`config.mk`:
```
export PLATFORM = sky130hd
export DESIGN_NAME = rc_pulse_decoder_with_failsafe_unit_flat
export DESIGN_NICKNAME = d
export VERILOG_FILES = /design/src/hw/rtl/rpd_pkg.sv /design/src/hw/rtl/rpd_if.sv /design/src/hw/rtl/rc_pulse_decoder_with_failsafe_unit.sv /design/src/hw/rtl/rpd_chan.sv /design/src/hw/rtl/rpd_div.sv /design/src/flat_wrapper.sv
export SDC_FILE = /design/constraint.sdc
export NUM_CORES = 1
export LEC_CHECK = 0
export BUFFER_PORTS_ARGS = -buffer_cell sky130_fd_sc_hd__buf_2
export CAP_MARGIN = 20
export CORE_MARGIN = 4
export CORE_UTILIZATION = 65
export DETAILED_ROUTE_END_ITERATION = 10
export PLACE_DENSITY = 0.94
export SETUP_SLACK_MARGIN = 0.02
export SYNTH_ARGS = -nofsm -noshare
export SYNTH_HDL_FRONTEND = slang
export SYNTH_SLANG_ARGS = --single-unit
export TNS_END_PERCENT = 1
```
`constraint.sdc`:
```
create_clock -name clk -period 13.03 [get_ports clk]
set_input_delay 0 -clock clk [delete_from_list [all_inputs] [get_ports clk]]
set_output_delay 0 -clock clk [all_outputs]
set_load 0.005 [all_outputs]
```
`src/hw/rtl/rpd_pkg.sv`:
```
// Shared types and constants for the pulse decoder with failsafe.
// No dependencies; every other file refers to it by scoped names.
package rpd_pkg;

  localparam int PULSE_COUNT_BITS = 12;
  localparam int TIMEOUT_BITS     = 20;
  localparam int DEADBAND_BITS    = 9;
  localparam int CFG_IDX_BITS     = 2;
  localparam int SPEED_BITS       = 9;
  localparam int DUTY_BITS        = 8;
  localparam int ANGLE_BITS       = 8;
  localparam int DIV_N_BITS       = 18;
  localparam int DIV_D_BITS       = 10;
  localparam int DIV_CNT_BITS     = 5;
  localparam int T_MAG_BITS       = 10;
  localparam int S_MAG_BITS       = 11;
  localparam int ANG_X_BITS       = 15;
  localparam int ANG_PROD_BITS    = 28;
  localparam int ANG_SHIFT        = 18;
  localparam int ANG_Q_BITS       = 10;

  localparam logic [CFG_IDX_BITS-1:0] REG_DEADBAND = 2'd0;
  localparam logic [CFG_IDX_BITS-1:0] REG_TIMEOUT  = 2'd1;

  localparam logic [DEADBAND_BITS-1:0] DEADBAND_RST = 9'd50;
  localparam logic [TIMEOUT_BITS-1:0]  TIMEOUT_RST  = 20'd500000;

  // Pulse width limits and map anchor points, in microseconds
  localparam logic [PULSE_COUNT_BITS-1:0] W_LO   = PULSE_COUNT_BITS'(900);
  localparam logic [PULSE_COUNT_BITS-1:0] W_HI   = PULSE_COUNT_BITS'(2100);
  localparam logic [PULSE_COUNT_BITS-1:0] W_BASE = PULSE_COUNT_BITS'(1000);
  localparam logic [PULSE_COUNT_BITS-1:0] W_MID  = PULSE_COUNT_BITS'(1500);

  localparam logic [DEADBAND_BITS-1:0] HALF_SPAN   = 9'd500;
  localparam logic [DIV_D_BITS-1:0]    HALF_SPAN_D = 10'd500;
  localparam logic [DIV_D_BITS-1:0]    ANGLE_DEN   = 10'd1000;

  // ceil(2^18 / 50): angle = floor(9x / 50) via multiply and shift
  localparam logic [ANG_PROD_BITS-1:0] ANGLE_RECIP = 28'd5243;

  localparam logic signed [SPEED_BITS-1:0] SPEED_MAX  = 9'sd255;
  localparam logic signed [SPEED_BITS-1:0] SPEED_MIN  = -9'sd255;
  localparam logic signed [SPEED_BITS-1:0] SPEED_ZERO = 9'sd0;
  localparam logic [SPEED_BITS-1:0]        SPEED_OFS  = 9'd255;
  localparam logic [DIV_N_BITS-1:0]        Q_SPEED_HI = 18'd255;
  localparam logic [DIV_N_BITS-1:0]        Q_SPEED_LO = 18'd510;
  localparam logic [ANG_Q_BITS-1:0]        Q_ANGLE_HI = 10'd180;

  localparam logic [ANGLE_BITS-1:0] ANGLE_MAX    = 8'd180;
  localparam logic [ANGLE_BITS-1:0] ANGLE_ZERO   = 8'd0;
  localparam logic [ANGLE_BITS-1:0] ANGLE_CENTER = 8'd90;

  typedef struct packed {
    logic                        done;
    logic                        lost;
    logic [PULSE_COUNT_BITS-1:0] width;
  } chan_stat_t;

  typedef enum logic [2:0] {
    ST_IDLE,
    ST_T_SETUP,
    ST_T_WAIT,
    ST_S_SETUP,
    ST_S_WAIT,
    ST_FINISH
  } state_t;

endpackage

```
`src/hw/rtl/rpd_if.sv`:
```
// Handshake channels for the pulse decoder: tick input, result output, register writes.
// Depends on rpd_pkg for field widths.
interface rpd_in_if;
  logic valid;
  logic ready;
  logic throttle_level;
  logic steering_level;
  modport source (output valid, throttle_level, steering_level, input ready);
  modport sink   (input valid, throttle_level, steering_level, output ready);
endinterface

interface rpd_out_if;
  logic                                  valid;
  logic                                  ready;
  logic signed [rpd_pkg::SPEED_BITS-1:0] motor_speed;
  logic                                  drive_forward;
  logic                                  drive_reverse;
  logic [rpd_pkg::DUTY_BITS-1:0]         duty;
  logic [rpd_pkg::ANGLE_BITS-1:0]        servo_angle;
  logic                                  throttle_lost;
  logic                                  steering_lost;
  modport source (output valid, motor_speed, drive_forward, drive_reverse, duty,
                  servo_angle, throttle_lost, steering_lost, input ready);
  modport sink   (input valid, motor_speed, drive_forward, drive_reverse, duty,
                  servo_angle, throttle_lost, steering_lost, output ready);
endinterface

interface rpd_cfg_if;
  logic                                valid;
  logic                                ready;
  logic [rpd_pkg::CFG_IDX_BITS-1:0]    index;
  logic [rpd_pkg::TIMEOUT_BITS-1:0]    data;
  modport source (output valid, index, data, input ready);
  modport sink   (input valid, index, data, output ready);
endinterface

```
`src/hw/rtl/rc_pulse_decoder_with_failsafe_unit.sv`:
```
// Top level of the pulse decoder: two channel trackers, a throttle-map divider, the map sequencer.
// Depends on rpd_pkg, rpd_if, rpd_chan and rpd_div.
//
//  channel  dir  beat carries                                   flow
//  in_ch    in   throttle_level, steering_level (one us tick)   valid/ready
//  out_ch   out  motor_speed, drive_*, duty, angle, lost flags  valid/ready
//  cfg_ch   in   index, data (deadband_us, timeout_us)          valid/ready, always ready
//
// A tick with no completed pulse walks IDLE, T_SETUP, S_SETUP and FINISH between accepts.
// A throttle pulse that reaches the divided map adds T_WAIT on the 18-step divider;
// a steering pulse in range at or above 1000 us adds S_WAIT for its reciprocal multiply.
// in_ch is ready only in IDLE, so the next tick waits until the sequencer is back there.
// Reset (rst_n low, synchronous) clears channels, speed 0, angle 90, registers to defaults.
// A stalled output holds its beat; the sequencer waits in its last state until it drains.
module rc_pulse_decoder_with_failsafe_unit (
  input  logic      clk,
  input  logic      rst_n,
  rpd_in_if.sink    in_ch,
  rpd_out_if.source out_ch,
  rpd_cfg_if.sink   cfg_ch
);

  localparam int PCB = rpd_pkg::PULSE_COUNT_BITS;

  rpd_pkg::state_t state_r, state_nxt;

  logic [rpd_pkg::DEADBAND_BITS-1:0] deadband_r, deadband_nxt;
  logic [rpd_pkg::TIMEOUT_BITS-1:0]  timeout_r, timeout_nxt;

  rpd_pkg::chan_stat_t t_stat, s_stat;
  logic                in_acc;

  logic            t_ok_r, s_ok_r, t_lost_r, s_lost_r;
  logic [PCB-1:0]  tw_r, sw_r;

  logic signed [rpd_pkg::SPEED_BITS-1:0] speed_r;
  logic [rpd_pkg::ANGLE_BITS-1:0]        angle_r;

  // throttle map datapath
  logic [PCB-1:0]                      band_lo, band_hi, t_diff;
  logic                                in_band, below_mid, below_base, span_ok;
  logic [rpd_pkg::T_MAG_BITS-1:0]      t_mag;
  logic [rpd_pkg::DIV_N_BITS-1:0]      t_ext, t_num;
  logic [rpd_pkg::DIV_D_BITS-1:0]      t_span;
  logic signed [rpd_pkg::SPEED_BITS-1:0] t_full, t_div_speed;

  // steering map datapath
  logic                                s_neg;
  logic [rpd_pkg::S_MAG_BITS-1:0]      s_mag;
  logic [rpd_pkg::ANG_X_BITS-1:0]      s_ext, s_x9;
  logic [rpd_pkg::ANG_PROD_BITS-1:0]   s_prod;
  logic [rpd_pkg::ANG_Q_BITS-1:0]      s_q_r;
  logic [rpd_pkg::ANGLE_BITS-1:0]      s_div_angle;

  // divider, used by the throttle map only
  logic                                div_start, div_done;
  logic [rpd_pkg::DIV_N_BITS-1:0]      div_num, div_quot;
  logic [rpd_pkg::DIV_D_BITS-1:0]      div_den;

  // sequencer outputs
  logic                                  spd_we, ang_we, out_load;
  logic signed [rpd_pkg::SPEED_BITS-1:0] spd_val;
  logic [rpd_pkg::ANGLE_BITS-1:0]        ang_val;

  // output stage
  logic                                  out_valid_r;
  logic signed [rpd_pkg::SPEED_BITS-1:0] o_speed_r;
  logic                                  o_fwd_r, o_rev_r, o_tlost_r, o_slost_r;
  logic [rpd_pkg::DUTY_BITS-1:0]         o_duty_r;
  logic [rpd_pkg::ANGLE_BITS-1:0]        o_angle_r;
  logic [rpd_pkg::SPEED_BITS-1:0]        speed_mag;

  assign in_ch.ready  = (state_r == rpd_pkg::ST_IDLE);
  assign in_acc       = in_ch.valid & in_ch.ready;
  assign cfg_ch.ready = 1'b1;

  // ---------------- configuration registers ----------------
  always_comb begin
    deadband_nxt = deadband_r;
    timeout_nxt  = timeout_r;
    if (cfg_ch.valid) begin
      unique case (cfg_ch.index)
        rpd_pkg::REG_DEADBAND: deadband_nxt = cfg_ch.data[rpd_pkg::DEADBAND_BITS-1:0];
        rpd_pkg::REG_TIMEOUT:  timeout_nxt  = cfg_ch.data;
        default: ;
      endcase
    end
  end

  always_ff @(posedge clk) begin
    if (!rst_n) begin
      deadband_r <= rpd_pkg::DEADBAND_RST;
      timeout_r  <= rpd_pkg::TIMEOUT_RST;
    end else begin
      deadband_r <= deadband_nxt;
      timeout_r  <= timeout_nxt;
    end
  end

  // ---------------- channels ----------------
  rpd_chan u_thr (
    .clk     (clk),
    .rst_n   (rst_n),
    .step    (in_acc),
    .level   (in_ch.throttle_level),
    .timeout (timeout_r),
    .stat    (t_stat)
  );

  rpd_chan u_str (
    .clk     (clk),
    .rst_n   (rst_n),
    .step    (in_acc),
    .level   (in_ch.steering_level),
    .timeout (timeout_r),
    .stat    (s_stat)
  );

  always_ff @(posedge clk) begin
    if (in_acc) begin
      t_ok_r   <= t_stat.done && t_stat.width >= rpd_pkg::W_LO && t_stat.width <= rpd_pkg::W_HI;
      s_ok_r   <= s_stat.done && s_stat.width >= rpd_pkg::W_LO && s_stat.width <= rpd_pkg::W_HI;
      t_lost_r <= t_stat.lost;
      s_lost_r <= s_stat.lost;
      tw_r     <= t_stat.width;
      sw_r     <= s_stat.width;
    end
  end

  // ---------------- map datapath ----------------
  always_comb begin
    band_lo    = rpd_pkg::W_MID - PCB'(deadband_r);
    band_hi    = rpd_pkg::W_MID + PCB'(deadband_r);
    in_band    = (tw_r > band_lo) && (tw_r < band_hi);
    below_mid  = tw_r < rpd_pkg::W_MID;
    below_base = tw_r < rpd_pkg::W_BASE;
    span_ok    = deadband_r < rpd_pkg::HALF_SPAN;
    t_span     = rpd_pkg::HALF_SPAN_D - rpd_pkg::DIV_D_BITS'(deadband_r);
    t_full     = below_mid ? rpd_pkg::SPEED_MIN : rpd_pkg::SPEED_MAX;
    if (below_mid) begin
      t_diff = below_base ? (rpd_pkg::W_BASE - tw_r) : (tw_r - rpd_pkg::W_BASE);
    end else begin
      t_diff = tw_r - band_hi;
    end
    t_mag = t_diff[rpd_pkg::T_MAG_BITS-1:0];
    t_ext = rpd_pkg::DIV_N_BITS'(t_mag);
    t_num = (t_ext << 8) - t_ext;  // x255

    // Lower half: q - 255 (full forward above 510), or full reverse below 1000 us; upper half: q capped at 255.
    if (below_mid) begin
      if (below_base) begin
        t_div_speed = rpd_pkg::SPEED_MIN;
      end else if (div_quot > rpd_pkg::Q_SPEED_LO) begin
        t_div_speed = rpd_pkg::SPEED_MAX;
      end else begin
        t_div_speed = $signed(div_quot[rpd_pkg::SPEED_BITS-1:0] - rpd_pkg::SPEED_OFS);
      end
    end else if (div_quot > rpd_pkg::Q_SPEED_HI) begin
      t_div_speed = rpd_pkg::SPEED_MAX;
    end else begin
      t_div_speed = $signed(div_quot[rpd_pkg::SPEED_BITS-1:0]);
    end

    // x * 180 / 1000 == 9x / 50; the reciprocal is exact for 9x up to 9900
    s_neg  = sw_r < rpd_pkg::W_BASE;
    s_mag  = rpd_pkg::S_MAG_BITS'(sw_r - rpd_pkg::W_BASE);
    s_ext  = rpd_pkg::ANG_X_BITS'(s_mag);
    s_x9   = (s_ext << 3) + s_ext;
    s_prod = rpd_pkg::ANG_PROD_BITS'(s_x9) * rpd_pkg::ANGLE_RECIP;
    s_div_angle = (s_q_r > rpd_pkg::Q_ANGLE_HI) ? rpd_pkg::ANGLE_MAX
                                                : s_q_r[rpd_pkg::ANGLE_BITS-1:0];

    div_num = t_num;
    div_den = t_span;
  end

  always_ff @(posedge clk) begin
    if (state_r == rpd_pkg::ST_S_SETUP) begin
      s_q_r <= s_prod[rpd_pkg::ANG_SHIFT +: rpd_pkg::ANG_Q_BITS];
    end
  end

  rpd_div u_div (
    .clk   (clk),
    .rst_n (rst_n),
    .start (div_start),
    .num   (div_num),
    .den   (div_den),
    .quot  (div_quot),
    .done  (div_done)
  );

  // ---------------- sequencer ----------------
  always_comb begin
    state_nxt = state_r;
    unique case (state_r)
      rpd_pkg::ST_IDLE: begin
        if (in_acc) state_nxt = rpd_pkg::ST_T_SETUP;
      end
      rpd_pkg::ST_T_SETUP: begin
        if (t_lost_r || !t_ok_r || in_band || !span_ok) begin
          state_nxt = rpd_pkg::ST_S_SETUP;
        end else begin
          state_nxt = rpd_pkg::ST_T_WAIT;
        end
      end
      rpd_pkg::ST_T_WAIT: begin
        if (div_done) state_nxt = rpd_pkg::ST_S_SETUP;
      end
      rpd_pkg::ST_S_SETUP: begin
        if (!s_lost_r && s_ok_r && !s_neg) begin
          state_nxt = rpd_pkg::ST_S_WAIT;
        end else begin
          state_nxt = rpd_pkg::ST_FINISH;
        end
      end
      rpd_pkg::ST_S_WAIT: begin
        state_nxt = rpd_pkg::ST_FINISH;
      end
      rpd_pkg::ST_FINISH: begin
        if (!out_valid_r || out_ch.ready) state_nxt = rpd_pkg::ST_IDLE;
      end
      default: state_nxt = rpd_pkg::ST_IDLE;
    endcase
  end

  always_comb begin
    div_start     = 1'b0;
    spd_we        = 1'b0;
    spd_val       = rpd_pkg::SPEED_ZERO;
    ang_we        = 1'b0;
    ang_val       = rpd_pkg::ANGLE_ZERO;
    out_load      = 1'b0;
    unique case (state_r)
      rpd_pkg::ST_IDLE: ;
      rpd_pkg::ST_T_SETUP: begin
        if (t_lost_r) begin
          spd_we = 1'b1;
        end else if (t_ok_r) begin
          if (in_band) begin
            spd_we = 1'b1;
          end else if (!span_ok) begin
            spd_we  = 1'b1;
            spd_val = t_full;
          end else begin
            div_start = 1'b1;
          end
        end
      end
      rpd_pkg::ST_T_WAIT: begin
        spd_we  = div_done;
        spd_val = t_div_speed;
      end
      rpd_pkg::ST_S_SETUP: begin
        // below 1000 us the angle clamps to zero
        if (!s_lost_r && s_ok_r && s_neg) begin
          ang_we = 1'b1;
        end
      end
      rpd_pkg::ST_S_WAIT: begin
        ang_we  = 1'b1;
        ang_val = s_div_angle;
      end
      rpd_pkg::ST_FINISH: begin
        out_load = !out_valid_r || out_ch.ready;
      end
      default: ;
    endcase
  end

  always_ff @(posedge clk) begin
    if (!rst_n) begin
      state_r <= rpd_pkg::ST_IDLE;
      speed_r <= rpd_pkg::SPEED_ZERO;
      angle_r <= rpd_pkg::ANGLE_CENTER;
    end else begin
      state_r <= state_nxt;
      if (spd_we) speed_r <= spd_val;
      if (ang_we) angle_r <= ang_val;
    end
  end

  // ---------------- output register ----------------
  assign speed_mag = speed_r[rpd_pkg::SPEED_BITS-1] ? -speed_r : speed_r;

  always_ff @(posedge clk) begin
    if (!rst_n) begin
      out_valid_r <= 1'b0;
    end else if (out_load) begin
      out_valid_r <= 1'b1;
    end else if (out_ch.ready) begin
      out_valid_r <= 1'b0;
    end
  end

  always_ff @(posedge clk) begin
    if (out_load) begin
      o_speed_r <= speed_r;
      o_fwd_r   <= (speed_r > rpd_pkg::SPEED_ZERO);
      o_rev_r   <= speed_r[rpd_pkg::SPEED_BITS-1];
      o_duty_r  <= speed_mag[rpd_pkg::DUTY_BITS-1:0];
      o_angle_r <= angle_r;
      o_tlost_r <= t_lost_r;
      o_slost_r <= s_lost_r;
    end
  end

  assign out_ch.valid         = out_valid_r;
  assign out_ch.motor_speed   = o_speed_r;
  assign out_ch.drive_forward = o_fwd_r;
  assign out_ch.drive_reverse = o_rev_r;
  assign out_ch.duty          = o_duty_r;
  assign out_ch.servo_angle   = o_angle_r;
  assign out_ch.throttle_lost = o_tlost_r;
  assign out_ch.steering_lost = o_slost_r;

endmodule

```
`src/hw/rtl/rpd_chan.sv`:
```
// One pulse channel: edge detect, saturating high-time count, elapsed-time counter.
// Depends on rpd_pkg.
module rpd_chan (
  input  logic                               clk,
  input  logic                               rst_n,
  input  logic                               step,
  input  logic                               level,
  input  logic [rpd_pkg::TIMEOUT_BITS-1:0]   timeout,
  output rpd_pkg::chan_stat_t                stat
);

  logic                                  prev_r, prev_nxt;
  logic                                  seen_r, seen_nxt;
  logic [rpd_pkg::PULSE_COUNT_BITS-1:0]  hc_r, hc_nxt;
  logic [rpd_pkg::TIMEOUT_BITS-1:0]      el_r, el_nxt;
  logic                                  rise;
  logic                                  fall;

  always_comb begin
    rise     = level & ~prev_r;
    fall     = ~level & prev_r & seen_r;
    prev_nxt = level;
    seen_nxt = seen_r | rise;
    hc_nxt   = hc_r;
    if (rise) begin
      hc_nxt = rpd_pkg::PULSE_COUNT_BITS'(1);
    end else if (level && seen_r && hc_r != '1) begin
      hc_nxt = hc_r + 1'b1;
    end
    el_nxt = el_r;
    if (fall) begin
      el_nxt = '0;
    end else if (el_r != '1) begin
      el_nxt = el_r + 1'b1;
    end
  end

  // Status reflects this tick's update; width is the count before the fall.
  assign stat.done  = fall;
  assign stat.lost  = el_nxt > timeout;
  assign stat.width = hc_r;

  always_ff @(posedge clk) begin
    if (!rst_n) begin
      prev_r <= 1'b0;
      seen_r <= 1'b0;
      hc_r   <= '0;
      el_r   <= '0;
    end else if (step) begin
      prev_r <= prev_nxt;
      seen_r <= seen_nxt;
      hc_r   <= hc_nxt;
      el_r   <= el_nxt;
    end
  end

endmodule

```
`src/hw/rtl/rpd_div.sv`:
```
// Restoring divider for the throttle map, one quotient bit per cycle, unsigned operands.
// Depends on rpd_pkg for operand widths.
module rpd_div (
  input  logic                             clk,
  input  logic                             rst_n,
  input  logic                             start,
  input  logic [rpd_pkg::DIV_N_BITS-1:0]   num,
  input  logic [rpd_pkg::DIV_D_BITS-1:0]   den,
  output logic [rpd_pkg::DIV_N_BITS-1:0]   quot,
  output logic                             done
);

  logic [rpd_pkg::DIV_N_BITS-1:0]   quot_r;
  logic [rpd_pkg::DIV_D_BITS-1:0]   den_r;
  logic [rpd_pkg::DIV_D_BITS-1:0]   rem_r;
  logic [rpd_pkg::DIV_CNT_BITS-1:0] cnt_r;
  logic                             busy_r;
  logic                             done_r;
  logic [rpd_pkg::DIV_D_BITS:0]     trial;
  logic [rpd_pkg::DIV_D_BITS:0]     diff;
  logic                             ge;
  logic                             last;

  always_comb begin
    trial = {rem_r, quot_r[rpd_pkg::DIV_N_BITS-1]};
    ge    = trial >= {1'b0, den_r};
    diff  = trial - {1'b0, den_r};
    last  = busy_r && (cnt_r == rpd_pkg::DIV_CNT_BITS'(1));
  end

  always_ff @(posedge clk) begin
    if (!rst_n) begin
      busy_r <= 1'b0;
      done_r <= 1'b0;
    end else begin
      done_r <= last;
      if (start) begin
        busy_r <= 1'b1;
      end else if (last) begin
        busy_r <= 1'b0;
      end
    end
  end

  always_ff @(posedge clk) begin
    if (start) begin
      quot_r <= num;
      den_r  <= den;
      rem_r  <= '0;
      cnt_r  <= rpd_pkg::DIV_CNT_BITS'(rpd_pkg::DIV_N_BITS);
    end else if (busy_r) begin
      rem_r  <= ge ? diff[rpd_pkg::DIV_D_BITS-1:0] : trial[rpd_pkg::DIV_D_BITS-1:0];
      quot_r <= {quot_r[rpd_pkg::DIV_N_BITS-2:0], ge};
      cnt_r  <= cnt_r - 1'b1;
    end
  end

  assign quot = quot_r;
  assign done = done_r;

endmodule

```
`src/flat_wrapper.sv`:
```
// flat-port wrapper written by rule: the top's interface ports become plain ports
module rc_pulse_decoder_with_failsafe_unit_flat 
  (clk, rst_n, in_ch_valid, in_ch_throttle_level, in_ch_steering_level, in_ch_ready, out_ch_valid, out_ch_motor_speed, out_ch_drive_forward, out_ch_drive_reverse, out_ch_duty, out_ch_servo_angle, out_ch_throttle_lost, out_ch_steering_lost, out_ch_ready, cfg_ch_valid, cfg_ch_index, cfg_ch_data, cfg_ch_ready);
  rpd_in_if in_ch_i ();
  rpd_out_if out_ch_i ();
  rpd_cfg_if cfg_ch_i ();
  input  logic clk;
  input  logic rst_n;
  input wire logic [$bits(in_ch_i.valid)-1:0] in_ch_valid;
  input wire logic [$bits(in_ch_i.throttle_level)-1:0] in_ch_throttle_level;
  input wire logic [$bits(in_ch_i.steering_level)-1:0] in_ch_steering_level;
  output wire logic [$bits(in_ch_i.ready)-1:0] in_ch_ready;
  output wire logic [$bits(out_ch_i.valid)-1:0] out_ch_valid;
  output wire logic [$bits(out_ch_i.motor_speed)-1:0] out_ch_motor_speed;
  output wire logic [$bits(out_ch_i.drive_forward)-1:0] out_ch_drive_forward;
  output wire logic [$bits(out_ch_i.drive_reverse)-1:0] out_ch_drive_reverse;
  output wire logic [$bits(out_ch_i.duty)-1:0] out_ch_duty;
  output wire logic [$bits(out_ch_i.servo_angle)-1:0] out_ch_servo_angle;
  output wire logic [$bits(out_ch_i.throttle_lost)-1:0] out_ch_throttle_lost;
  output wire logic [$bits(out_ch_i.steering_lost)-1:0] out_ch_steering_lost;
  input wire logic [$bits(out_ch_i.ready)-1:0] out_ch_ready;
  input wire logic [$bits(cfg_ch_i.valid)-1:0] cfg_ch_valid;
  input wire logic [$bits(cfg_ch_i.index)-1:0] cfg_ch_index;
  input wire logic [$bits(cfg_ch_i.data)-1:0] cfg_ch_data;
  output wire logic [$bits(cfg_ch_i.ready)-1:0] cfg_ch_ready;
  assign in_ch_i.valid = in_ch_valid;
  assign in_ch_i.throttle_level = in_ch_throttle_level;
  assign in_ch_i.steering_level = in_ch_steering_level;
  assign in_ch_ready = in_ch_i.ready;
  assign out_ch_valid = out_ch_i.valid;
  assign out_ch_motor_speed = out_ch_i.motor_speed;
  assign out_ch_drive_forward = out_ch_i.drive_forward;
  assign out_ch_drive_reverse = out_ch_i.drive_reverse;
  assign out_ch_duty = out_ch_i.duty;
  assign out_ch_servo_angle = out_ch_i.servo_angle;
  assign out_ch_throttle_lost = out_ch_i.throttle_lost;
  assign out_ch_steering_lost = out_ch_i.steering_lost;
  assign out_ch_i.ready = out_ch_ready;
  assign cfg_ch_i.valid = cfg_ch_valid;
  assign cfg_ch_i.index = cfg_ch_index;
  assign cfg_ch_i.data = cfg_ch_data;
  assign cfg_ch_ready = cfg_ch_i.ready;
  rc_pulse_decoder_with_failsafe_unit u_core (.clk(clk), .rst_n(rst_n), .in_ch(in_ch_i), .out_ch(out_ch_i), .cfg_ch(cfg_ch_i));
endmodule
```
# Word level (Yosys, flattened, before mapping)
# Index checks and enable logic that the tools add are counted.
[op_classes]
n_mux = 49
order_cmp = 17
bitwise_logic = 13
n_eq_ne = 14
n_mul = 1
addsub = 17
reduce_logical = 34
[ops]
columns = ["cell", "count"]
rows = [
  ["$mux W9", 9],
  ["$mux W20", 4],
  ["$mux W12", 4],
  ["$add A20 B1 Y20 const B", 2],
  ["$gt A20 B20 Y1", 2],
  ["$ne A20 B20 Y1 const B", 2],
  ["$mux W18", 2],
  ["$mux W10", 3],
  ["$mul A15 B13 Y28 const B", 1],
  ["$add A12 B1 Y12 const B", 2],
  ["$ge A12 B10 Y1 const B", 2],
  ["$le A12 B12 Y1 const B", 2],
  ["$lt A12 B10 Y1 const B", 2],
  ["$mux W8", 3],
  ["$ne A12 B12 Y1 const B", 2],
  ["$sub A10 B10 Y10", 2],
  ["$gt A18 B8 Y1 const B", 1],
  ["$gt A18 B9 Y1 const B", 1],
  ["$pmux W3 S6", 1],
  ["$pmux W9 S2", 1],
  ["$sub A18 B10 Y18", 1],
  ["$mux W1", 17],
  ["$add A14 B11 Y15", 1],
  ["$logic_and A1 B1 Y1", 13],
  ["35 further kinds", 65],
]
[totals]
word_cells = 179
regBits = 230
out_inout_bits = 32

# Longest topological paths before layout
[depth]
ltp_word = 8
depth_mapped = 29
depth_no_buf = 29

# Modules after synthesis
# A second synthesis with hierarchy kept.
[hier_totals]
cells_unflattened = 2068
hier_area_um2 = 18520.3
[modules_own_cells]
columns = ["mod", "cells_each", "area_per_inst_um2", "n_inst", "seq_area_each_um2"]
rows = [
  ["rc_pulse_decoder_with_failsafe_unit", 1130, 10607.7, 1, 2952.8],
  ["rpd_chan (u_core.u_str)", 368, 2812.7, 1, 680.7],
  ["rpd_chan (u_core.u_thr)", 375, 2777.7, 1, 680.7],
  ["rpd_div", 195, 2322.2, 1, 1181.1],
]

# Least setup slack after synthesis
# No wires, ideal clock.
[synth_path]
path_kind = "flip-flop to flip-flop"
startpoint = "register u_core.sw_r[3]"
endpoint = "register u_core.s_q_r[8] (netlist bit) (data pin)"
period_less_slack_ns = 6.884
arrival_time_ns = 6.689
stages_incl_launch_ff = 29
setup_slack_ns = 6.146
cell_sequence = "edfxtp_1 > inv_1 > ha_1 > xnor2_1 > ha_1 > a21o_1 > a21oi_1 > nor2b_1 > o21a_1 > o41ai_1 > nor3_1 > xnor2_1 > inv_1 > ha_1 > fa_1 > fa_1 > fa_1 > inv_1 > fa_1 > inv_1 > ha_1 > nand3_1 > nor2_1 > nor3_1 > a21oi_1 > o21ai_0 > a21oi_1 > or4_1 > o311ai_0"
[synth_between]
elab_chain_len = 3
[synth_lines]
columns = ["item", "line_no", "text"]
rows = [
  ["start: declaration", "rc_pulse_decoder_with_failsafe_unit.sv:34", "logic [PCB-1:0] tw_r, sw_r;"],
  ["start signal: assignment", "rc_pulse_decoder_with_failsafe_unit.sv:126", "sw_r <= s_stat.width;"],
  ["$sub A11 B10 Y11", "rc_pulse_decoder_with_failsafe_unit.sv:166", "s_mag = rpd_pkg::S_MAG_BITS'(sw_r - rpd_pkg::W_BASE);"],
  ["$add A14 B11 Y15", "rc_pulse_decoder_with_failsafe_unit.sv:168", "s_x9 = (s_ext << 3) + s_ext;"],
  ["$mul A15 B13 Y28", "rc_pulse_decoder_with_failsafe_unit.sv:169", "s_prod = rpd_pkg::ANG_PROD_BITS'(s_x9) * rpd_pkg::ANGLE_RECIP;"],
  ["named net u_core.s_prod (one bit)", "rc_pulse_decoder_with_failsafe_unit.sv:51", "logic [rpd_pkg::ANG_PROD_BITS-1:0] s_prod;"],
  ["end signal: assignment", "rc_pulse_decoder_with_failsafe_unit.sv:179", "s_q_r <= s_prod[rpd_pkg::ANG_SHIFT +: rpd_pkg::ANG_Q_BITS];"],
  ["end: declaration", "rc_pulse_decoder_with_failsafe_unit.sv:52", "logic [rpd_pkg::ANG_Q_BITS-1:0] s_q_r;"],
]
# The timed path passes the listed nets, and every way through them passes these cells.
# A chain may end at the register's enable or synchronous reset.

# Worst setup path in the final report
# Same ends and word-level chain as after synthesis.

==> impl_metrics.env <==
export IMPL_core_um2=26900
export IMPL_hold_class="primary input to flop"
export IMPL_areaGrowthSynthToFinish_pct=9.09
export IMPL_cts_tree="yes"
export IMPL_drv_slew=0
export IMPL_end_kind="flop"
export IMPL_rsz0062_at_grt="false"
export IMPL_vias=15000
export IMPL_worstSetupPathType="flop to flop"
export IMPL_dieArea_um2=29900
export IMPL_path_clk_slew_ns=0.06
export IMPL_remaining_drc_errors=0
export IMPL_synth_flop_cell="dfxtp_1"
export IMPL_async_flop_share=0
export IMPL_dp_hpwl_mm=31.4
export IMPL_crit_path_max_incr_delay_ns=0.54
export IMPL_routed_wl_mm=44.2
export IMPL_ant_nets=0
export IMPL_overflow=0
export IMPL_path_buf_inv=4
export IMPL_die_x_um=173
export IMPL_antenna_found_initial=1
export IMPL_cap_viol_max_count=0
export IMPL_ys_seq_elements=228
export IMPL_cp_data_required_time_ns=13.38
export IMPL_die_y_um=173
export IMPL_finalSetupTns_ns=0
export IMPL_grt_pass1_vias=14800
export IMPL_ys_top_cells_by_area="edfxtp_1, dfxtp_1, ha_1"
export IMPL_netlist_instances=1955
export IMPL_cts_sinks=228
export IMPL_htree_levels=1
export IMPL_synth_edff_count=93
export IMPL_fin_crit_ns=7.85
export IMPL_fin_skew_ns=0.0251
export IMPL_gp_congestion=0.936
export IMPL_max_freq_mhz=127
export IMPL_synth_top_cell_area_share=0.158
export IMPL_arrival_ns=8.20
export IMPL_synth_top_cell_by_area="edfxtp_1"
export IMPL_vias_per_cell=6.31
export IMPL_cp_slowest_cell="fa_1"
export IMPL_dr_pass1_iters=6
export IMPL_grt_first_pass_wirelength_mm=73.0
export IMPL_critPathMaxFanout=5
export IMPL_slew_headroom=0.237
export IMPL_clock_path_buffers=3
export IMPL_std_cell_rows=60
export IMPL_crit_family="adder cells"
export IMPL_synthesis_area_um2=17700
export IMPL_place_port_buffers=59
export IMPL_cts_buffers=25
export IMPL_drive_above_1_share=0.0719
export IMPL_setup_viol=0
export IMPL_cts_root_buf="clkbuf_16"
export IMPL_outcome="complete, no violations"
export IMPL_yosys_warnings=0
export IMPL_start_kind="flop"
export IMPL_synth_avg_cell_area_um2=9.04
export IMPL_yosysMostFrequentCell="inv_1"
export IMPL_synth_seq_area_share=0.311
export IMPL_cts_resized=0
export IMPL_yosysUniqueCellTypes=89
export IMPL_finalNetCount=2309
export IMPL_min_period_over_period=0.603
export IMPL_initial_utilization=0.658
export IMPL_synthTopCellsByCount="inv_1, ha_1, nand2_1"
export IMPL_io_pin_count=61
export IMPL_grt_usage=0.288
export IMPL_wire_per_inst_um=18.6
export IMPL_syn_nets=2252
export IMPL_tightest_slew_ns=1.14
export IMPL_hold_viol_final=0
export IMPL_drtIter0Drc=1602
export IMPL_clkLatencyLatePin_ns=0.55
export IMPL_grt_start_max_net_pins=94
## stage by stage
stage / instances / hold slack, ns / setup WS [ns] / util / cell area [um2]
floorplan: 1955 / 0.129 / 6.15 / - / 17700
detailed placement: 2297 / 0.235 / 5.32 / 0.676 / 18200
global route: 2373 / 0.130 / 4.67 / 0.717 / 19300
CTS: 2372 / 0.0765 / 5.28 / 0.717 / 19300
finish: 2373 / 0.0876 / 5.18 / 0.717 / 19300
global placement: 2297 / 0.227 / 5.69 / 0.676 / 18200
## worst min-delay path, cell delays in order
cell and delay, ns:
buf_2 0.09, nand2_1 0.05, buf_4 0.26, nand2_1 0.11, a21boi_0 0.07
## layer usage
metal,routed length (um),GRT usage,part of all wire,up-vias
li1,-,-,-,6968
met5,0,0,0,-
met1,18100,0.372,0.41,7210
met4,1510,0.0964,0.034,0
met3,2870,0.0389,0.065,145
met2,21700,0.501,0.49,654
## what timing repair did
item | in CTS | in global routing
buffers inserted | 0 | 0
setup endpoints to repair | 0 | 0
endpoints found under the hold margin | 46 | 0
hold buffers | 29 | 0
## layout make-up
type                       count  area, um2
sequential                   228       5500
multi-input combinational   1455      11100
clock buffer                  34        701
inverter                     206        773
antenna                        1       2.50
timing repair buffer          96        646
tap                          341        427
fill                        1802       7600
clock inverter                12        115
## state kept, by name, indices dropped and copies added, names as in the netlist, 9 cells and up
name	cells
u_core.u_div.den_r	10
u_core.speed_r	9
u_core.u_thr.hc_r	12
u_core.u_thr.el_r	20
u_core.sw_r	12
u_core.tw_r	12
u_core.u_str.hc_r	12
u_core.timeout_r	20
u_core.u_str.el_r	20
u_core.deadband_r	9
u_core.s_q_r	10
u_core.u_div.rem_r	10
u_core.u_div.quot	18
## worst paths after layout
path | startpoint | slack [ns] | endpoint | depth (start not counted)
setup reg to reg | u_core.sw_r[3]$_DFFE_PP_ | 5.18 | u_core.s_q_r[8]$_DFFE_PP_ | 28
setup / recovery | u_core.sw_r[3]$_DFFE_PP_ | 5.18 | u_core.s_q_r[8]$_DFFE_PP_ | 28
hold / removal | in_ch_valid | 0.09 | u_core.u_thr.el_r[19]$_SDFFE_PN0P_ | 5
hold reg to reg | u_core.angle_r[5]$_SDFFE_PN0P_ | 0.43 | u_core.out_ch.servo_angle[5]$_DFFE_PP_ | 0
## cell usage in the layout, fill, tap and decap left out, types with 16 or more instances in the layout
master | netlist | routed
inv_1 | 204 | 204
o21ai_0 | 81 | 80
dlygate4sd3_1 | 0 | 29
mux2i_1 | 20 | 20
a21o_1 | 38 | 38
a21boi_0 | 36 | 36
nor3_1 | 40 | 40
nor2_1 | 146 | 145
nand4_1 | 45 | 45
a211oi_1 | 18 | 18
fa_1 | 65 | 65
xnor2_1 | 74 | 74
a21oi_1 | 83 | 83
nand2_1 | 175 | 175
xor2_1 | 68 | 68
and3_1 | 21 | 21
edfxtp_1 | 93 | 93
buf_2 | 4 | 59
o21a_1 | 16 | 16
dfxtp_1 | 135 | 135
nand2b_1 | 20 | 20
clkbuf_16 | 0 | 26
nor2b_1 | 39 | 39
ha_1 | 203 | 203
nand3_1 | 63 | 63
## cells by family (layout without fill, tap and decap cells)
| group | Yosys count | count (layout) | synth area share |
|---|---|---|---|
| AOI/OAI and AO/OA | 392 | 392 | 0.152 |
| xor gates and xnor gates | 143 | 143 | 0.0713 |
| adders and majority gates | 268 | 268 | 0.217 |
| buffers and inverters | 272 | 348 | 0.0602 |
| DFF | 228 | 228 | 0.311 |
| muxes | 23 | 23 | 0.0132 |
| other | 1 | 2 | 0.000212 |
| and+or+nand+nor | 628 | 628 | 0.174 |
Power is not shown: default switching activity piles up to over one toggle a cycle in this logic, so the estimate is an artifact.
